$ cat src/hdl/tlvp_pkg.sv
package tlvp_pkg;

   localparam int MSG_BYTES_DEF  = 256;
   localparam int NEST_DEPTH_DEF = 16;
   localparam int RESULT_CAP     = 20;
   // results one byte may cause before the closing nil
   localparam int POP_BUDGET     = RESULT_CAP - 1;
   localparam int CNT_W          = 5;
   localparam int END_W          = 10;
   localparam int CSR_IDX_W      = 2;

   localparam logic [CSR_IDX_W-1:0] CSR_TAG_SINT = 2'd0;
   localparam logic [CSR_IDX_W-1:0] CSR_TAG_UINT = 2'd1;
   localparam logic [CSR_IDX_W-1:0] CSR_TAG_TEXT = 2'd2;
   localparam logic [CSR_IDX_W-1:0] CSR_TAG_NEST = 2'd3;

   localparam logic [7:0] TAG_SINT_RST = 8'd1;
   localparam logic [7:0] TAG_UINT_RST = 8'd2;
   localparam logic [7:0] TAG_TEXT_RST = 8'd3;
   localparam logic [7:0] TAG_NEST_RST = 8'd4;

   localparam logic [1:0] PH_TAG = 2'd0;
   localparam logic [1:0] PH_LEN = 2'd1;
   localparam logic [1:0] PH_VAL = 2'd2;

   localparam logic [2:0] KIND_INT    = 3'd0;
   localparam logic [2:0] KIND_UINT   = 3'd1;
   localparam logic [2:0] KIND_TEXT   = 3'd2;
   localparam logic [2:0] KIND_STRUCT = 3'd3;
   localparam logic [2:0] KIND_END    = 3'd4;
   localparam logic [2:0] KIND_NIL    = 3'd5;
   localparam logic [2:0] KIND_OTHER  = 3'd6;

   typedef struct packed {
      logic [2:0]  token_kind;
      logic [7:0]  tag_seen;
      logic [7:0]  value_length;
      logic [31:0] int_value;
      logic [7:0]  char_byte;
      logic        char_valid;
      logic [7:0]  value_offset;
      logic        truncated;
      logic        nest_overflow;
      logic        last_of_run;
   } rsp_type;

   typedef struct packed {
      logic step;
      logic emit_tok;
      logic fetch;
      logic pop;
      logic emit_end;
      logic end_last;
      logic emit_nil;
   } cmd_type;

   typedef struct packed {
      logic tok_valid;
      logic pop_mode;
      logic fin;
      logic can_pop;
      logic out_free;
   } sts_type;

   // earlier registers win when several match
   function automatic logic [2:0] classify(input logic [7:0] tag, input logic [7:0] t_sint,
                                           input logic [7:0] t_uint, input logic [7:0] t_text,
                                           input logic [7:0] t_nest);
      logic [2:0] k;
      k = KIND_OTHER;
      if (tag == t_sint) k = KIND_INT;
      else if (tag == t_uint) k = KIND_UINT;
      else if (tag == t_text) k = KIND_TEXT;
      else if (tag == t_nest) k = KIND_STRUCT;
      return k;
   endfunction

endpackage

$ cat src/hdl/tlv_token_parser_top.sv
// Streaming parser for nested tag-length-value messages.
// req_ channel: one message byte per transfer, req_final_byte on the last one.
// rsp_ channel: parsed results; rsp_last_of_run marks the last result caused
// by one input byte. Both channels use valid/stall. csr_ writes set the four
// tag codes; write them only while the parser is idle.
// A byte is worked in order: accept, then token. A tag byte or a final byte
// adds the stack check (top read, then compare), which repeats after each
// end-of-structure result; a final byte then adds the closing nil. A final
// byte past the message limit skips the stack check and gives only the nil.
// The stack memory's single registered read port sets the pop rate.
// A token result goes from the token register into the result register once
// the result register is free.
// req_stall is high while a byte is being worked; the result register is
// held and the controller waits while rsp_stall is high, so no result is lost.
// Reset (synchronous) restores the default tag codes, empties the structure
// stack and returns the parser to expect a tag at position 0; the same
// happens after every nil result except that the tag codes are kept.
module tlv_token_parser_top
   import tlvp_pkg::*;
#(
   parameter int MSG_BYTES  = MSG_BYTES_DEF,
   parameter int NEST_DEPTH = NEST_DEPTH_DEF
) (
   input  logic                 clock,
   input  logic                 reset,
   input  logic                 req_valid,
   output logic                 req_stall,
   input  logic [7:0]           req_msg_byte,
   input  logic                 req_final_byte,
   output logic                 rsp_valid,
   input  logic                 rsp_stall,
   output logic [2:0]           rsp_token_kind,
   output logic [7:0]           rsp_tag_seen,
   output logic [7:0]           rsp_value_length,
   output logic [31:0]          rsp_int_value,
   output logic [7:0]           rsp_char_byte,
   output logic                 rsp_char_valid,
   output logic [7:0]           rsp_value_offset,
   output logic                 rsp_truncated,
   output logic                 rsp_nest_overflow,
   output logic                 rsp_last_of_run,
   input  logic                 csr_write,
   input  logic [CSR_IDX_W-1:0] csr_index,
   input  logic [7:0]           csr_wdata
);

   cmd_type cmd;
   sts_type sts;
   rsp_type rsp;

   tlvp_ctrl u_ctrl (
      .clock     (clock),
      .reset     (reset),
      .req_valid (req_valid),
      .req_stall (req_stall),
      .sts       (sts),
      .cmd       (cmd)
   );

   tlvp_datapath #(
      .MSG_BYTES  (MSG_BYTES),
      .NEST_DEPTH (NEST_DEPTH)
   ) u_datapath (
      .clock          (clock),
      .reset          (reset),
      .csr_write      (csr_write),
      .csr_index      (csr_index),
      .csr_wdata      (csr_wdata),
      .req_msg_byte   (req_msg_byte),
      .req_final_byte (req_final_byte),
      .rsp_stall      (rsp_stall),
      .cmd            (cmd),
      .sts            (sts),
      .rsp_valid      (rsp_valid),
      .rsp            (rsp)
   );

   assign rsp_token_kind    = rsp.token_kind;
   assign rsp_tag_seen      = rsp.tag_seen;
   assign rsp_value_length  = rsp.value_length;
   assign rsp_int_value     = rsp.int_value;
   assign rsp_char_byte     = rsp.char_byte;
   assign rsp_char_valid    = rsp.char_valid;
   assign rsp_value_offset  = rsp.value_offset;
   assign rsp_truncated     = rsp.truncated;
   assign rsp_nest_overflow = rsp.nest_overflow;
   assign rsp_last_of_run   = rsp.last_of_run;

   a_one_load: assert property (@(posedge clock) disable iff (reset)
      $onehot0({cmd.emit_tok, cmd.emit_end, cmd.emit_nil}))
      else $error("more than one result loaded in a cycle");

   a_load_free: assert property (@(posedge clock) disable iff (reset)
      (cmd.emit_tok || cmd.emit_end || cmd.emit_nil) |-> sts.out_free)
      else $error("result register overwritten while stalled");

   a_pop_ok: assert property (@(posedge clock) disable iff (reset)
      cmd.pop |-> sts.can_pop)
      else $error("stack popped without a qualifying top entry");

   a_step_idle: assert property (@(posedge clock) disable iff (reset)
      cmd.step |=> req_stall)
      else $error("new byte accepted while the previous one is in work");

endmodule

$ cat src/hdl/tlvp_datapath.sv
module tlvp_datapath
   import tlvp_pkg::*;
#(
   parameter int MSG_BYTES  = MSG_BYTES_DEF,
   parameter int NEST_DEPTH = NEST_DEPTH_DEF
) (
   input  logic                 clock,
   input  logic                 reset,
   input  logic                 csr_write,
   input  logic [CSR_IDX_W-1:0] csr_index,
   input  logic [7:0]           csr_wdata,
   input  logic [7:0]           req_msg_byte,
   input  logic                 req_final_byte,
   input  logic                 rsp_stall,
   input  cmd_type              cmd,
   output sts_type              sts,
   output logic                 rsp_valid,
   output rsp_type              rsp
);

   localparam int POS_W   = $clog2(MSG_BYTES + 1);
   localparam int DEPTH_W = $clog2(NEST_DEPTH + 1);
   localparam int AW      = (NEST_DEPTH > 1) ? $clog2(NEST_DEPTH) : 1;
   localparam logic [POS_W-1:0]   POS_LIMIT  = POS_W'(MSG_BYTES);
   localparam logic [DEPTH_W-1:0] DEPTH_FULL = DEPTH_W'(NEST_DEPTH);

   logic [7:0] tag_sint_ff, tag_uint_ff, tag_text_ff, tag_nest_ff;

   logic [POS_W-1:0]   pos_ff, pos_in;
   logic [1:0]         phase_ff, phase_in;
   logic [7:0]         cur_tag_ff, cur_tag_in;
   logic [7:0]         remain_ff, remain_in;
   logic [31:0]        acc_ff, acc_in;
   logic [DEPTH_W-1:0] depth_ff, depth_in;
   logic [7:0]         tok_len_ff, tok_len_in;
   logic [7:0]         tok_off_ff, tok_off_in;
   logic               fin_ff, fin_in;
   logic               trunc_ff, trunc_in;
   logic               pop_mode_ff, pop_mode_in;
   logic [POS_W-1:0]   thr_ff, thr_in;
   logic [CNT_W-1:0]   cnt_ff, cnt_in;
   logic               tok_valid_ff, tok_valid_in;
   rsp_type            tok_ff, tok_in;
   logic               rsp_valid_ff, rsp_valid_in;
   rsp_type            rsp_ff, rsp_in;
   logic [END_W-1:0]   top_ff;

   logic [END_W-1:0]   stack_mem [NEST_DEPTH];

   logic [2:0]         kind;
   logic [7:0]         remain_dec;
   logic [31:0]        acc_shift;
   logic [POS_W-1:0]   pos_inc;
   logic               push;
   logic [END_W-1:0]   push_data;
   logic [AW-1:0]      rd_addr;
   logic               out_free;

   assign kind       = classify(cur_tag_ff, tag_sint_ff, tag_uint_ff, tag_text_ff, tag_nest_ff);
   assign remain_dec = (remain_ff != 8'd0) ? remain_ff - 8'd1 : 8'd0;
   assign acc_shift  = {acc_ff[23:0], req_msg_byte};
   assign pos_inc    = pos_ff + POS_W'(1);
   assign push_data  = END_W'(pos_inc) + END_W'(req_msg_byte);
   assign rd_addr    = (depth_ff == '0) ? '0 : AW'(depth_ff - DEPTH_W'(1));
   assign out_free   = !rsp_valid_ff || !rsp_stall;

   always_comb begin
      pos_in       = pos_ff;
      phase_in     = phase_ff;
      cur_tag_in   = cur_tag_ff;
      remain_in    = remain_ff;
      acc_in       = acc_ff;
      depth_in     = depth_ff;
      tok_len_in   = tok_len_ff;
      tok_off_in   = tok_off_ff;
      fin_in       = fin_ff;
      trunc_in     = trunc_ff;
      pop_mode_in  = pop_mode_ff;
      thr_in       = thr_ff;
      cnt_in       = cnt_ff;
      tok_valid_in = tok_valid_ff;
      tok_in       = tok_ff;
      push         = 1'b0;
      if (cmd.step) begin
         fin_in       = req_final_byte;
         tok_valid_in = 1'b0;
         tok_in       = '0;
         tok_in.last_of_run = !req_final_byte;
         pop_mode_in  = 1'b0;
         thr_in       = pos_inc;
         if (pos_ff >= POS_LIMIT) begin
            trunc_in = 1'b1;
         end else begin
            pos_in = pos_inc;
            case (phase_ff)
               PH_TAG: begin
                  cur_tag_in  = req_msg_byte;
                  phase_in    = PH_LEN;
                  pop_mode_in = 1'b1;
                  if (!req_final_byte) thr_in = pos_ff;
               end
               PH_LEN: begin
                  tok_len_in          = req_msg_byte;
                  tok_off_in          = 8'(pos_inc);
                  acc_in              = '0;
                  remain_in           = req_msg_byte;
                  phase_in            = (req_msg_byte != 8'd0) ? PH_VAL : PH_TAG;
                  pop_mode_in         = req_final_byte;
                  tok_in.tag_seen     = cur_tag_ff;
                  tok_in.value_length = req_msg_byte;
                  tok_in.value_offset = 8'(pos_inc);
                  tok_in.token_kind   = kind;
                  case (kind)
                     KIND_INT, KIND_UINT: begin
                        tok_valid_in = (req_msg_byte == 8'd0);
                     end
                     KIND_TEXT: begin
                        tok_valid_in = 1'b1;
                     end
                     KIND_STRUCT: begin
                        tok_valid_in = 1'b1;
                        remain_in    = '0;
                        phase_in     = PH_TAG;
                        if (depth_ff < DEPTH_FULL) begin
                           push     = 1'b1;
                           depth_in = depth_ff + DEPTH_W'(1);
                        end else begin
                           tok_in.nest_overflow = 1'b1;
                        end
                     end
                     default: begin
                        tok_valid_in      = 1'b1;
                        tok_in.token_kind = KIND_OTHER;
                     end
                  endcase
               end
               default: begin
                  remain_in           = remain_dec;
                  pop_mode_in         = req_final_byte;
                  tok_in.token_kind   = kind;
                  tok_in.tag_seen     = cur_tag_ff;
                  tok_in.value_length = tok_len_ff;
                  tok_in.value_offset = tok_off_ff;
                  if (kind == KIND_INT || kind == KIND_UINT) begin
                     acc_in           = acc_shift;
                     tok_in.int_value = acc_shift;
                     tok_valid_in     = (remain_dec == 8'd0);
                  end else if (kind == KIND_TEXT) begin
                     tok_in.char_byte  = req_msg_byte;
                     tok_in.char_valid = 1'b1;
                     tok_valid_in      = 1'b1;
                  end
                  if (remain_dec == 8'd0) phase_in = PH_TAG;
               end
            endcase
            trunc_in = (phase_in != PH_TAG);
         end
         cnt_in = tok_valid_in ? CNT_W'(1) : '0;
      end
      if (cmd.pop) begin
         depth_in = depth_ff - DEPTH_W'(1);
         cnt_in   = cnt_ff + CNT_W'(1);
      end
      if (cmd.emit_nil) begin
         pos_in     = '0;
         phase_in   = PH_TAG;
         cur_tag_in = '0;
         remain_in  = '0;
         acc_in     = '0;
         depth_in   = '0;
         tok_len_in = '0;
         tok_off_in = '0;
      end
   end

   always_comb begin
      rsp_valid_in = rsp_valid_ff && rsp_stall;
      rsp_in       = rsp_ff;
      if (cmd.emit_tok) begin
         rsp_valid_in = 1'b1;
         rsp_in       = tok_ff;
      end else if (cmd.emit_end) begin
         rsp_valid_in       = 1'b1;
         rsp_in             = '0;
         rsp_in.token_kind  = KIND_END;
         rsp_in.last_of_run = cmd.end_last;
      end else if (cmd.emit_nil) begin
         rsp_valid_in       = 1'b1;
         rsp_in             = '0;
         rsp_in.token_kind  = KIND_NIL;
         rsp_in.truncated   = trunc_ff;
         rsp_in.last_of_run = 1'b1;
      end
   end

   always_ff @(posedge clock) begin
      if (reset) begin
         tag_sint_ff  <= TAG_SINT_RST;
         tag_uint_ff  <= TAG_UINT_RST;
         tag_text_ff  <= TAG_TEXT_RST;
         tag_nest_ff  <= TAG_NEST_RST;
         pos_ff       <= '0;
         phase_ff     <= PH_TAG;
         cur_tag_ff   <= '0;
         remain_ff    <= '0;
         acc_ff       <= '0;
         depth_ff     <= '0;
         tok_len_ff   <= '0;
         tok_off_ff   <= '0;
         fin_ff       <= 1'b0;
         trunc_ff     <= 1'b0;
         pop_mode_ff  <= 1'b0;
         thr_ff       <= '0;
         cnt_ff       <= '0;
         tok_valid_ff <= 1'b0;
         rsp_valid_ff <= 1'b0;
      end else begin
         if (csr_write) begin
            case (csr_index)
               CSR_TAG_SINT: tag_sint_ff <= csr_wdata;
               CSR_TAG_UINT: tag_uint_ff <= csr_wdata;
               CSR_TAG_TEXT: tag_text_ff <= csr_wdata;
               CSR_TAG_NEST: tag_nest_ff <= csr_wdata;
               default: ;
            endcase
         end
         pos_ff       <= pos_in;
         phase_ff     <= phase_in;
         cur_tag_ff   <= cur_tag_in;
         remain_ff    <= remain_in;
         acc_ff       <= acc_in;
         depth_ff     <= depth_in;
         tok_len_ff   <= tok_len_in;
         tok_off_ff   <= tok_off_in;
         fin_ff       <= fin_in;
         trunc_ff     <= trunc_in;
         pop_mode_ff  <= pop_mode_in;
         thr_ff       <= thr_in;
         cnt_ff       <= cnt_in;
         tok_valid_ff <= tok_valid_in;
         rsp_valid_ff <= rsp_valid_in;
      end
   end

   always_ff @(posedge clock) begin
      tok_ff <= tok_in;
      rsp_ff <= rsp_in;
   end

   // end-position stack: one write port, one registered read of the top entry
   always_ff @(posedge clock) begin
      if (push) stack_mem[depth_ff[AW-1:0]] <= push_data;
      if (cmd.fetch) top_ff <= stack_mem[rd_addr];
   end

   assign sts.tok_valid = tok_valid_ff;
   assign sts.pop_mode  = pop_mode_ff;
   assign sts.fin       = fin_ff;
   assign sts.can_pop   = (depth_ff != '0) && (cnt_ff < CNT_W'(POP_BUDGET)) &&
                          (top_ff <= END_W'(thr_ff));
   assign sts.out_free  = out_free;

   assign rsp_valid = rsp_valid_ff;
   assign rsp       = rsp_ff;

endmodule

$ cat src/hdl/tlvp_ctrl.sv
module tlvp_ctrl
   import tlvp_pkg::*;
(
   input  logic    clock,
   input  logic    reset,
   input  logic    req_valid,
   output logic    req_stall,
   input  sts_type sts,
   output cmd_type cmd
);

   localparam logic [2:0] ST_IDLE  = 3'd0;
   localparam logic [2:0] ST_TOKEN = 3'd1;
   localparam logic [2:0] ST_FETCH = 3'd2;
   localparam logic [2:0] ST_CHECK = 3'd3;
   localparam logic [2:0] ST_NIL   = 3'd4;

   logic [2:0] state_ff, state_in;
   logic       pend_ff, pend_in;

   assign req_stall = (state_ff != ST_IDLE);

   always_comb begin
      cmd      = '0;
      state_in = state_ff;
      pend_in  = pend_ff;
      case (state_ff)
         ST_IDLE: begin
            if (req_valid) begin
               cmd.step = 1'b1;
               state_in = ST_TOKEN;
            end
         end
         ST_TOKEN: begin
            if (!sts.tok_valid || sts.out_free) begin
               cmd.emit_tok = sts.tok_valid;
               if (sts.pop_mode) state_in = ST_FETCH;
               else if (sts.fin) state_in = ST_NIL;
               else state_in = ST_IDLE;
            end
         end
         ST_FETCH: begin
            cmd.fetch = 1'b1;
            state_in  = ST_CHECK;
         end
         ST_CHECK: begin
            // a popped end result waits here until the next top is known
            if (!pend_ff || sts.out_free) begin
               cmd.emit_end = pend_ff;
               cmd.end_last = !sts.can_pop && !sts.fin;
               pend_in      = 1'b0;
               if (sts.can_pop) begin
                  cmd.pop  = 1'b1;
                  pend_in  = 1'b1;
                  state_in = ST_FETCH;
               end else if (sts.fin) begin
                  state_in = ST_NIL;
               end else begin
                  state_in = ST_IDLE;
               end
            end
         end
         ST_NIL: begin
            if (sts.out_free) begin
               cmd.emit_nil = 1'b1;
               state_in     = ST_IDLE;
            end
         end
         default: begin
            state_in = ST_IDLE;
         end
      endcase
   end

   always_ff @(posedge clock) begin
      if (reset) begin
         state_ff <= ST_IDLE;
         pend_ff  <= 1'b0;
      end else begin
         state_ff <= state_in;
         pend_ff  <= pend_in;
      end
   end

endmodule

$ cat config.mk
export PLATFORM = sky130hd
export DESIGN_NAME = tlv_token_parser_top
export DESIGN_NICKNAME = d
export VERILOG_FILES = /design/src/hdl/tlvp_pkg.sv /design/src/hdl/tlv_token_parser_top.sv /design/src/hdl/tlvp_datapath.sv /design/src/hdl/tlvp_ctrl.sv
export SDC_FILE = /design/constraint.sdc
export NUM_CORES = 1
export LEC_CHECK = 0
export ABC_AREA = 0
export ABC_CLOCK_PERIOD_IN_PS = 4300
export BUFFER_PORTS_ARGS = -buffer_cell sky130_fd_sc_hd__buf_2
export CORE_MARGIN = 3
export CORE_UTILIZATION = 60
export CTS_CLUSTER_SIZE = 12
export DETAILED_ROUTE_END_ITERATION = 12
export PLACE_DENSITY_LB_ADDON = 0.3
export REMOVE_ABC_BUFFERS = 1
export SYNTH_ARGS = -nofsm -noshare
export SYNTH_HDL_FRONTEND = slang
export SYNTH_SLANG_ARGS = --single-unit
$ cat constraint.sdc
create_clock -name clock -period 4.3 [get_ports clock]
set_clock_uncertainty 0.1 [all_clocks]
set_input_delay 0.645 -clock clock [delete_from_list [all_inputs] [get_ports clock]]
set_output_delay 0.645 -clock clock [all_outputs]
set_load 0.02 [all_outputs]
* After elaboration in Yosys (flattened, before gate mapping)
Memories as Yosys holds them, arrays and structs flattened. A register that Yosys moved wholly into a read port is not among the register bits. Cells that the tools add are included.
Cells by class: eq/ne operators 20, bitwise operators 6, $add $sub $neg 6, $lt $le $gt $ge 4, reduce and logical (&&, ||, !) cells 53, mux-type cells 73
Operators with widths (count):
- 71-bit two-way mux | 3
- 24-bit case mux with 2 select lines | 1
- 3-bit two-way mux | 14
- 5-bit two-way mux | 8
- 19-bit case mux with 2 select lines | 1
- 8-bit == test | 4
- 8-bit case mux with 2 select lines | 2
- 1-bit two-way mux | 29
- 9-bit two-way mux | 3
- 24-bit two-way mux | 1
- 8-bit zero test | 2
- 8-bit two-way mux | 2
- 8-bit nonzero test | 2
- 3-bit case mux with 5 select lines | 1
- 3-bit by 2-bit == test with 1-bit output (second input constant) | 4
- 2-bit AND reduction | 6
- 2-bit nonzero test | 6
- 4-bit OR reduction | 3
- 5-bit by 1-bit adder with 5-bit output (second input constant) | 2
- 9-bit by 8-bit adder with 10-bit output | 1
- 10-bit by 9-bit less-or-equal comparator with 1-bit output | 1
- 5-bit less-than comparator (second input constant) | 2
- 2-bit two-way mux | 5
- 9-bit by 1-bit adder with 9-bit output (second input constant) | 1
- other kinds (27) | 58
Word-level totals: RAM bits 160, flip-flop bits (word level) 268, input port bits 24, output and inout port bits 73, memories 1, word-level logic and storage cells 203
Memories:
- u_datapath.stack_mem | words 16, width 10, read ports 1, clocked after Yosys merged registers in 1, write ports 1, line tlvp_datapath.sv:48 | logic [END_W-1:0] stack_mem [NEST_DEPTH];

* Depth between registers and ports, before layout
Gate-level depths: netlist (run 1).
word-level depth 14, gate-level depth with buffers 11, gate-level depth less buffers 10

* By module
A second synthesis (run 1) with hierarchy kept.
Unflattened totals: cell total of the unflattened synthesis 1556, area total of the unflattened synthesis 18908.1 um^2
By module, submodules not included:
- tlvp_datapath | cells each 1513, times used 1, area each 18572.8 um^2
- tlvp_ctrl | cells each 43, times used 1, area each 335.3 um^2

* Worst setup path after synthesis (run 1)
OpenSTA, ideal clock, no wires.
path type input -> register, start point in req_valid, end point reg u_datapath.tok_ff[0] in the netlist's numbering, enable pin, required time 3738 ps, library setup time 462 ps, path slack 360 ps, cell stages on the path 3, path buffers 1, arrival 3378 ps, path through or4b_4 > inv_1 > clkbuf_1
RTL lines:
- from (decl) | line tlv_token_parser_top.sv:26 | input logic req_valid,
- to (signal assigned) | line tlvp_datapath.sv:246 | tok_ff <= tok_in;
- to (decl) | line tlvp_datapath.sv:43 | rsp_type tok_ff, tok_in;

* Worst setup path in the final report (run 1)
start point reg u_datapath.pos_ff[0], end point mem u_datapath.stack_mem[14][9], data pin
On the way: longest elaborated chain between the ends 2
RTL lines:
- from (decl) | line tlvp_datapath.sv:29 | logic [POS_W-1:0] pos_ff, pos_in;
- from (signal assigned) | line tlvp_datapath.sv:227 | pos_ff <= pos_in;
- 9-bit by 1-bit adder with 9-bit output | line tlvp_datapath.sv:62 | assign pos_inc = pos_ff + POS_W'(1);
- named net u_datapath.pos_inc[6] | line tlvp_datapath.sv:53 | logic [POS_W-1:0] pos_inc;
- 9-bit by 8-bit adder with 10-bit output | line tlvp_datapath.sv:63 | assign push_data = END_W'(pos_inc) + END_W'(req_msg_byte);
- named net u_datapath.push_data[9] | line tlvp_datapath.sv:55 | logic [END_W-1:0] push_data;
- to (decl) | line tlvp_datapath.sv:48
The timed path passes the listed nets, and every way through them passes these cells.

==> out/qor.yml, run 1 <==
syn_to_final_growth_pct: 13.0
routabilityCongestion: 0.911
relSlewSlack: 0.113
worst_pin_slew_ns: 1.33
yosys.area.top_type: "edfxtp_1"
crit_fanout: 16
final_hold_viol_count: 0
internal_power_uw: 7080
start_util: 0.614
syn_area_um2: 18400
ys_types: 60
routed_wl_um: 39900
cts_tree: "built"
cts_setup_buffers: 0
grt_pass1_vias: 11681
antenna_found_initial: 2
drv_slew: 0
ios: 97
max_stage_delay_ns: 1.03
hold_ws_ns: 0.284
hp-class: "in -> reg"
critPathSlowestCell: "a21oi_1"
gr-total-overflow: 0
die_h_um: 181
synth.top_cell.area_share: 0.508
status: "finished clean"
firstDrtPassIters: 8
nets: 1627
cellPowerDensity_nw_per_um2: 440
vdd.ir_drop.worst_mv: 0.377
startpoint_type: "register"
final_common_cell: "edfxtp_1"
pwr-share-comb: 0.076
cts_root_buffer: "clkbuf_16"
switching_power_uw: 2050
cts_max_path_buffers: 3
layout_common_cells: "311 x edfxtp_1, 132 x nand2_1, 127 x dfxtp_1"
rr_startpoint: "u_datapath.pos_ff[0]"
maxCapViolations: 0
synth_cells: 1490
clk_latency_ns: 0.54
critPathTopFamily: "compound AO/OA/AOI/OAI gates"
period_share: 0.886
worst_ep_arrival_time_ns: 3.85
avgSynthCellArea_um2: 12.3
hpwl_um: 25600
ctsHoldBuffers: 0
dieArea_um2: 32800
dominantRegCellSynth: "edfxtp_1"
grt_max_degree: 73
async_flop_share: 0
setup_tns_ns: 0
synth.area.top_cells: "edfxtp_1 51%, dfxtp_1 14%, mux4_2 3.7%, nand2_1 2.7%, and3_1 2.6%"
crit_chain: "ha_1 -> nand3_1 -> nor2_1 -> xor2_1 -> ha_1 -> nor3_1 -> nor2_1 -> o41ai_1 -> nand2b_1 -> a21oi_1"
fill_cells: 2082
coreArea_um2: 30000
sw_frac_of_total: 0.225
cts.clk_slew.worst_paths_ns: 0.06
multi_input_area_um2: 6070
synth_edf_count: 311
rsz0062_at_grt: "no"
regArea_um2: 11900
setup_violations: 0
ys_ff_latch: 438
p_leak_uw: 0.00727
p_seq_frac: 0.519
antenna_left: 0
drt_iter0_markers: 1108
cts.htree.levels: 2
finalCriticalPeriod_ns: 3.81
num_rows: 63
critPathRequiredTime_ns: 4.34
drcViolationCount: 0
path_class: "reg -> reg"
timing.fmax_mhz: 263
wire_per_inst_um: 19.9
ys_warn_count: 0
vias_per_cell: 5.98
grt_usage: 0.240
die_w_um: 181
seq_area_frac_synth: 0.646
drive_above_1_share: 0.159
clockPowerShare: 0.405
path_buf_inv: 0
crit_start: "u_datapath.pos_ff[0]"
cts_resized: 0
critical_path.endpoint_type: "register"
vias: 11978
numCtsBuffers: 45
portBuffers: 96
numClockSinks: 438
worstHoldStart: "csr_wdata[0]"
grt_pass1_wl_um: 63100
-- layer usage --
layer  wire length [µm]  part of all wire  global-route usage  up-vias
met1              16300              0.41               0.322     5812
li1                   -                 -                   -     5593
met5                 13           0.00033                   0        -
met4               1420             0.036              0.0878        2
met3               2630             0.066              0.0354      102
met2              19500              0.49               0.404      469
-- worst min-delay path, cell delays in order --
cell and delay, ns:
buf_2 0.12, nand2_1 0.05, nand3b_1 0.07
-- final cells by class --
class / count / area share
Sequential cell: 438 / 0.572
Timing Repair Buffer: 139 / 0.0393
Multi-Input combinational cell: 926 / 0.292
Clock buffer: 73 / 0.0628
Inverter: 26 / 0.00476
Antenna cell: 1 / 0.000120
Clock inverter: 11 / 0.00500
Tap cell: 390 / 0.0235
-- sequential cells by signal, indices dropped and copies added (netlist names), 9 cells and up --
name	count
u_datapath.acc_ff	24
u_datapath.pos_ff	9
u_datapath.rsp	71
u_datapath.stack_mem	160
u_datapath.thr_ff	9
u_datapath.tok_ff	70
u_datapath.top_ff	10
-- synth_stat cells (all sizes together), types with 26 or more instances --
master / count
nor2: 121
inv: 26
o21ai: 60
and2: 48
ha: 26
mux4: 30
xnor2: 45
nand3: 36
or3: 44
nand2: 134
clkbuf: 78
nor3: 32
and3: 77
dfxtp: 127
edfxtp: 311
a21oi: 96
-- final timing paths --
kind	end	slack (ns)	depth (start not counted)
worst max-delay path	u_datapath.stack_mem[14][9]	0.49	10
worst min register to register	u_datapath.acc_ff[23]	0.35	2
worst min-delay path	u_datapath.tag_text_ff[0]	0.28	3
worst max register to register	u_datapath.stack_mem[14][9]	0.49	10
-- power groups by stage --
| stage | clock [µW] | sequential [µW] | combinational (µW) |
|---|---|---|---|
| detailed placement | 0 | 4830 | 684 |
| global route | 3940 | 4750 | 754 |
| CTS | 3760 | 4740 | 689 |
| floorplan | 0 | 4840 | 399 |
| finish | 3700 | 4740 | 692 |
| global placement | 0 | 4830 | 661 |
-- through the flow --
stage / setup slack, ns / util / std cells / area (µm²) / power [µW]
after floorplan: -1.44 / - / 1390 / 18000 / 5240
after global placement: 0.389 / 0.646 / 1919 / 19300 / 5490
after detailed placement: 0.254 / 0.646 / 1919 / 19300 / 5510
after CTS: 0.210 / 0.693 / 2003 / 20800 / 9190
after global routing: 0.128 / 0.693 / 2003 / 20800 / 9440
final: 0.492 / 0.693 / 2004 / 20800 / 9140
-- kinds of logic after synthesis --
group / after synthesis / synth area share
flops: 438 / 0.646
simple gates: 553 / 0.154
fa+ha+maj: 27 / 0.0188
compound gates: 231 / 0.0745
buf+inv: 126 / 0.0272
mux: 50 / 0.0477
xor+xnor: 65 / 0.0310
(Power assumes the default switching activity.)
==> run 2: changes to the inputs <==
CORE_UTILIZATION = 61   (was 60)
==> run 2 against run 1 <==
Fmax decreased by 1.4%. Highest routed layer is now met4. Combinational power decreased by 3%. Critical endpoint is now u_datapath.stack_mem[0][8]. Via count about the same. Clock-buffer cell count increased by 1. Register-to-register slack got worse by 0.06 ns. Clock power about the same. Sequential power about the same. Final cell count decreased by 0.20%. Sequential share of layout area about the same. Largest power group unchanged. Die area decreased by 1.6%.
==> out/qor.yml, run 2 (same netlist as run 1, synthesis figures left out) <==
status: "finished clean"  # unchanged
timing.fmax_mhz: 259  # was 263 MHz
firstDrtPassIters: 6  # was 8
clk_latency_ns: 0.54  # about the same
layout_common_cells: "311 x edfxtp_1, 132 x nand2_1, 127 x dfxtp_1"  # unchanged
routed_wl_um: 39700  # was 39,900 µm
path_class: "reg -> reg"  # unchanged
ios: 97  # unchanged
antenna_found_initial: 0  # was 2
cts_root_buffer: "clkbuf_16"  # unchanged
die_w_um: 180  # was 181 µm
vias_per_cell: 5.98  # about the same
dieArea_um2: 32300  # was 32,800 µm²
gr-total-overflow: 0  # unchanged
vdd.ir_drop.worst_mv: 0.379  # was 0.377 mV
numCtsBuffers: 45  # unchanged
sw_frac_of_total: 0.224  # was 0.225
cellPowerDensity_nw_per_um2: 439  # was 440 nW/µm²
cts_tree: "built"  # unchanged
final_hold_viol_count: 0  # unchanged
antenna_left: 0  # unchanged
startpoint_type: "register"  # unchanged
largest_reg_flops: 160  # unchanged
grt_usage: 0.242  # was 0.240
num_antenna_cells: 0  # was 1
numClockSinks: 438  # unchanged
grt_max_degree: 89  # was 73
switching_power_uw: 2040  # was 2050 µW
finalCriticalPeriod_ns: 3.86  # was 3.81 ns
critPathRequiredTime_ns: 4.39  # was 4.34 ns
period_share: 0.899  # was 0.886
setup_violations: 0  # unchanged
num_rows: 62  # was 63
design_area_um2: 20800  # about the same
critical_path.endpoint_type: "register"  # unchanged
coreArea_um2: 29200  # was 30,000 µm²
nets: 1631  # was 1,627
drv_slew: 0  # unchanged
ctsHoldBuffers: 0  # unchanged
portBuffers: 96  # unchanged
final_common_cell: "edfxtp_1"  # unchanged
placed_area_um2: 19400  # was 19,300 µm²
start_util: 0.630  # was 0.614
cts_max_path_buffers: 3  # unchanged
cts_setup_buffers: 0  # unchanged
routabilityCongestion: 0.859  # was 0.911
maxCapViolations: 0  # unchanged
drive_above_1_share: 0.160  # was 0.159
p_seq_frac: 0.521  # was 0.519
clockPowerShare: 0.405  # about the same
die_h_um: 180  # was 181 µm
vias: 11969  # was 11,978
hp-class: "in -> reg"  # unchanged
grt_pass1_wl_um: 63400  # was 63,100 µm
pwr-share-comb: 0.074  # was 0.076
grt_pass1_vias: 11676  # was 11,681
worst_pin_slew_ns: 1.30  # was 1.33 ns
cts.htree.levels: 2  # unchanged
relSlewSlack: 0.130  # was 0.113
p_leak_uw: 0.00728  # was 0.00727 µW
internal_power_uw: 7070  # was 7080 µW
rsz0062_at_grt: "no"  # unchanged
drcViolationCount: 0  # unchanged
drt_iter0_markers: 1190  # was 1,108
worst_ep_arrival_time_ns: 3.96  # was 3.85 ns
cts.clk_slew.worst_paths_ns: 0.06  # about the same
wire_per_inst_um: 19.9  # about the same
syn_to_final_growth_pct: 13.0  # about the same
cts_resized: 0  # unchanged
fin_util: 0.712  # was 0.693
crit_fanout: 16  # unchanged
hpwl_um: 25000  # was 25,600 µm
==> run 2: path summary, 6_finish.rpt <==
check	start	end	slack (ns)	depth (start not counted)
max reg2reg	u_datapath.pos_ff[0]	u_datapath.stack_mem[0][8]	0.44	9
max	u_datapath.pos_ff[0]	u_datapath.stack_mem[0][8]	0.44	9
min	csr_wdata[2]	u_datapath.tag_uint_ff[2]	0.29	3
min reg2reg	u_datapath.acc_ff[21]	u_datapath.acc_ff[21]	0.35	2
==> run 2: per-stage QoR <==
step	std cells	setup TNS, ns	setup slack, ns	hold WS, ns	total power (µW)
global placement	1917	0	0.589	0.337	5470
floorplan	1390	-19.08	-1.44	0.326	5240
global route	2000	0	0.136	0.290	9410
CTS	2000	0	0.475	0.271	9150
detailed placement	1917	0	0.526	0.348	5500
finish	2000	0	0.436	0.287	9110
==> run 2: cell type report <==
cell class / count / area, µm²
inverters: 26 / 98.8
repair buffers: 143 / 846
multi-input cells: 926 / 6050
well taps: 384 / 480
fillers: 1960 / 8400
clock inverters: 9 / 68.8
clock buffers: 74 / 1340
flip-flops and latches: 438 / 11900
==> run 2: power by group through the flow <==
stage	Clock, µW	Combinational, µW	Sequential (µW)
finish	3690	674	4750
global route	3910	741	4760
CTS	3740	670	4740
detailed placement	0	665	4830
global placement	0	645	4830
floorplan	0	399	4840
==> run 2: critical path: stages, from the launching register on <==
cell and delay [ns]:
dfxtp_1 0.47, inv_1 0.12, ha_1 0.40, fa_1 0.47
a21o_1 0.20, a21oi_1 0.26, nor2b_1 0.12, o21a_1 0.20
o41ai_1 0.31, xor2_1 0.86
==> run 2: routing by layer <==
metal  share of wire  global-route usage
met3           0.063              0.0402
met5               0                   0
met4           0.026              0.0795
met1            0.41               0.320
met2            0.51               0.414
